### src/hw/rtl/cgb_ram.sv
// ----------------------------------------------------------------------------
// cgb_ram
// Generic single-port synchronous RAM with registered read.
// ----------------------------------------------------------------------------
module cgb_ram #(
   parameter int WIDTH = 8,
   parameter int DEPTH = 16
) (
   input  logic                     clock,
   input  logic                     wr_en,
   input  logic [$clog2(DEPTH)-1:0] addr,
   input  logic [WIDTH-1:0]         wr_data,
   output logic [WIDTH-1:0]         rd_data
);
   logic [WIDTH-1:0] mem [DEPTH];

   always_ff @(posedge clock) begin
      if (wr_en) begin
         mem[addr] <= wr_data;
      end
      rd_data <= mem[addr];
   end
endmodule

### config.mk
export PLATFORM = sky130hd
export DESIGN_NAME = cgb_ram
export DESIGN_NICKNAME = d
export VERILOG_FILES = /design/src/hw/rtl/cgb_ram.sv
export SDC_FILE = /design/constraint.sdc
export NUM_CORES = 1
export LEC_CHECK = 0
export ABC_AREA = 1
export BUFFER_PORTS_ARGS = -buffer_cell sky130_fd_sc_hd__buf_2
export CORE_MARGIN = 3
export CORE_UTILIZATION = 57
export CTS_BUF_LIST = sky130_fd_sc_hd__clkbuf_8
export DETAILED_ROUTE_END_ITERATION = 8
export GPL_ROUTABILITY_DRIVEN = 0
export PLACE_DENSITY = 0.77
export SYNTH_ARGS = -nofsm -noshare
export SYNTH_HDL_FRONTEND = slang
export SYNTH_SLANG_ARGS = --single-unit
### constraint.sdc
create_clock -name clock -period 2 [get_ports clock]
set_clock_uncertainty 0.15 [all_clocks]
set_input_delay 0.5 -clock clock [delete_from_list [all_inputs] [get_ports clock]]
set_output_delay 0.5 -clock clock [all_outputs]
set_load 0.01 [all_outputs]
==> flow_results.xml <==
<?xml version="1.0" encoding="UTF-8"?>
<metrics>
  <group name="global_route">
    <metric name="pin_count_of_the_biggest_net_entering_global_routing" unit="">38</metric>
    <metric name="overflow" unit="">0</metric>
    <metric name="groute.usage.overall" unit="%">22.99</metric>
    <metric name="initial_antenna_violation_count" unit="">1</metric>
    <metric name="vias_in_the_first_global_route" unit="">3763</metric>
    <metric name="wire_length_of_the_first_global_routing_pass" unit="um">19180</metric>
  </group>
  <group name="timing">
    <metric name="final.period_utilization" unit="%">78.40</metric>
    <metric name="hold_vio_cnt_final" unit="">0</metric>
    <metric name="maxSlewHeadroom" unit="%">73.54</metric>
    <metric name="worst-slew-pin-transition" unit="ns">0.3969</metric>
    <metric name="finalMaxSlewViolations" unit="">0</metric>
    <metric name="layout_min_cycle_time" unit="ns">1.568</metric>
    <metric name="rsz0062_at_grt" unit="">false</metric>
    <metric name="fin_ws" unit="ns">0.4320</metric>
    <metric name="highest_clock_frequency_the_design_can_meet" unit="MHz">637.7</metric>
    <metric name="setup_viol" unit="">0</metric>
  </group>
  <group name="drt">
    <metric name="detailedRoute.firstIterationViolations" unit="">330</metric>
    <metric name="ant_nets" unit="">0</metric>
    <metric name="via_count" unit="">3770</metric>
    <metric name="routed_via_density" unit="">5.122</metric>
    <metric name="drc" unit="">0</metric>
    <metric name="drt-total-wl" unit="um">11790</metric>
    <metric name="wl_per_cell" unit="um">16.02</metric>
    <metric name="detailedRoute.firstPassIterationCount" unit="">5</metric>
  </group>
  <group name="power_and_ir_drop">
    <metric name="p_int" unit="uW">4153</metric>
    <metric name="switching_share" unit="%">24.71</metric>
    <metric name="total_power" unit="uW">5516</metric>
    <metric name="total_switching_power" unit="uW">1363</metric>
    <metric name="clock_power_share" unit="%">34.8</metric>
    <metric name="peakVddDrop" unit="mV">0.6344</metric>
    <metric name="p_seq_share" unit="%">58.1</metric>
    <metric name="powerDensity" unit="nW/um^2">876.0</metric>
    <metric name="part_of_the_power_in_combinational_logic" unit="%">7.1</metric>
    <metric name="power.leakage" unit="uW">0.002739</metric>
  </group>
  <group name="critical_path">
    <metric name="setup.worst_path.start_class" unit="">flop</metric>
    <metric name="cp_top_family" unit="">flip-flops</metric>
    <metric name="worst-endpoint-required" unit="ns">1.35</metric>
    <metric name="timing.critical_path.fanout_max" unit="">1</metric>
    <metric name="timing.critical_path.to_type" unit="">output port</metric>
    <metric name="timing.critical_path.buf_inv" unit="">1</metric>
    <metric name="slowest_stage" unit="">dfxtp_1</metric>
    <metric name="worstPathCellList" unit="">buf_2</metric>
    <metric name="critPathArrivalTime" unit="ns">0.92</metric>
    <metric name="type_of_the_worst_setup_path" unit="">flop to output port</metric>
    <metric name="critical_path.max_stage_delay" unit="ns">0.36</metric>
  </group>
  <group name="floorplanning">
    <metric name="die_x" unit="um">105.1</metric>
    <metric name="core_area" unit="um^2">9371</metric>
    <metric name="floorplan.initialDensity" unit="%">59.68</metric>
    <metric name="pin_count" unit="">22</metric>
    <metric name="die_area" unit="um^2">11040</metric>
    <metric name="die_height" unit="um">105.1</metric>
    <metric name="row_count" unit="">35</metric>
  </group>
  <group name="clock_tree">
    <metric name="cts_hold_repair.buffers" unit="">0</metric>
    <metric name="postCtsSetupBuffers" unit="">0</metric>
    <metric name="cts_made_buffers" unit="">17</metric>
    <metric name="htreeDepth" unit="">4</metric>
    <metric name="clk_root_buf" unit="">clkbuf_8</metric>
    <metric name="insertion_delay" unit="ns">0.43</metric>
    <metric name="number_of_cells_upsized_or_downsized_after_cts" unit="">0</metric>
    <metric name="ctsLongestPathBuffers" unit="">2</metric>
    <metric name="tritoncts" unit="">built</metric>
    <metric name="clock-sinks" unit="">136</metric>
    <metric name="clk_pin_slew_worst_paths" unit="ns">0.07</metric>
  </group>
  <group name="synth">
    <metric name="synth_cells" unit="">548</metric>
    <metric name="netlist_area" unit="um^2">5593</metric>
    <metric name="yosys_warnings" unit="">0</metric>
    <metric name="synth-seq-area-share" unit="%">71.59</metric>
    <metric name="post_synth_num_cell_types" unit="">11</metric>
    <metric name="synth_nets" unit="">562</metric>
    <metric name="ys_ff_latch" unit="">136</metric>
    <metric name="mean_post_synth_cell_area" unit="um^2">10.21</metric>
  </group>
  <group name="placement">
    <metric name="placement_stage_worst_setup_slack" unit="ns">0.1848</metric>
    <metric name="dpl.hpwl" unit="um">7529</metric>
    <metric name="port_buffers" unit="">21</metric>
  </group>
  <group name="worst_hold_path">
    <metric name="hold_path_class" unit="">primary input to flop</metric>
  </group>
  <group name="layout">
    <metric name="layout_cell_share_with_drive_strength_beyond_1" unit="%">12.69</metric>
    <metric name="register_area" unit="um^2">4004</metric>
    <metric name="layout-area-overhead-vs-synth" unit="%">12.57</metric>
    <metric name="antenna-diode-count" unit="">0</metric>
    <metric name="n_fill_cell" unit="">723</metric>
    <metric name="multi_input_comb_area" unit="um^2">1386</metric>
    <metric name="nets" unit="">608</metric>
  </group>
  <group name="run_status">
    <metric name="run_status" unit="">completed</metric>
  </group>
  <group name="flow_run">
    <metric name="drv.max_cap_violation_count" unit="">0</metric>
  </group>
</metrics>
## cell usage in the layout (no fill, tap or decap), drive strengths merged
cell type  synthesis  routed
nand2            346     346
edfxtp           128     128
buf               18      48
inv               22      27
nor2              18      18
clkbuf             3      17
dfxtp              8       8
clkinv             1       8
nand3              4       4
clkinvlp           0       3
## power by group through the flow
stage / registers (uW) / clock network (uW) / logic [uW]
after floorplan: 3270 / 0 / 220
after global placement: 3260 / 0 / 384
after detailed placement: 3270 / 0 / 391
after CTS: 3200 / 1930 / 393
after global routing: 3210 / 2060 / 444
final: 3200 / 1920 / 394
## final timing paths
check                  start         end  slack, ns  cells after the start
setup reg to reg   mem[6][4]  rd_data[4]       0.84                      8
hold / removal    wr_data[5]  mem[15][5]       0.34                      1
hold reg to reg    mem[0][6]  rd_data[6]       0.57                      8
setup / recovery  rd_data[0]  rd_data[0]       0.43                      1
## cells in the mapped netlist
master / number / share of area [%]
nand2_1: 346 / 23
edfxtp_1: 128 / 69
inv_1: 21 / 1.4
nor2_1: 18 / 1.2
buf_2: 12 / 1.1
dfxtp_1: 8 / 2.9
buf_4: 6 / 0.81
nand3_1: 4 / 0.36
clkbuf_1: 3 / 0.20
clkinv_1: 1 / 0.067
inv_2: 1 / 0.067
## sequential cells by signal, summed over array words and instances (netlist names)
signal,cells
mem,128
rd_data,8
## cells by family after synthesis
| logic type | Yosys count | share of synthesized area (%) |
|---|---|---|
| simple gates | 368 | 24.79 |
| flops | 136 | 71.59 |
| buf+inv | 44 | 3.624 |
## metal layers
metal  track usage (%)  vias up  share of wire (%)
met2             37.31      154                 49
met3             4.694       21                6.6
li1                  -     1844                  -
met1             31.49     1749                 43
met5                 0        -              0.093
met4             7.310        2                1.7
## area by class of cell
type / instances / share of cell area (%)
timing repair buffer: 48 / 5.087
multi-input combinational: 368 / 22.02
sequential: 136 / 63.59
clock inverter: 15 / 1.649
inverter: 23 / 1.371
tap: 129 / 2.564
clock buffer: 17 / 3.716
## stage by stage
| step | hold slack, ns | util (%) | std cells | TNS, ns | area [um^2] |
|---|---|---|---|---|---|
| floorplan | 0.4489 | - | 548 | -1.087 | 5593 |
| global placement | 0.5333 | 63.58 | 704 | 0 | 5958 |
| detailed placement | 0.5488 | 63.58 | 704 | 0 | 5958 |
| CTS | 0.3338 | 67.18 | 736 | 0 | 6296 |
| global route | 0.3450 | 67.18 | 736 | 0 | 6296 |
| finish | 0.3424 | 67.18 | 736 | 0 | 6296 |
No activity file was read; power rests on OpenSTA's default activity.
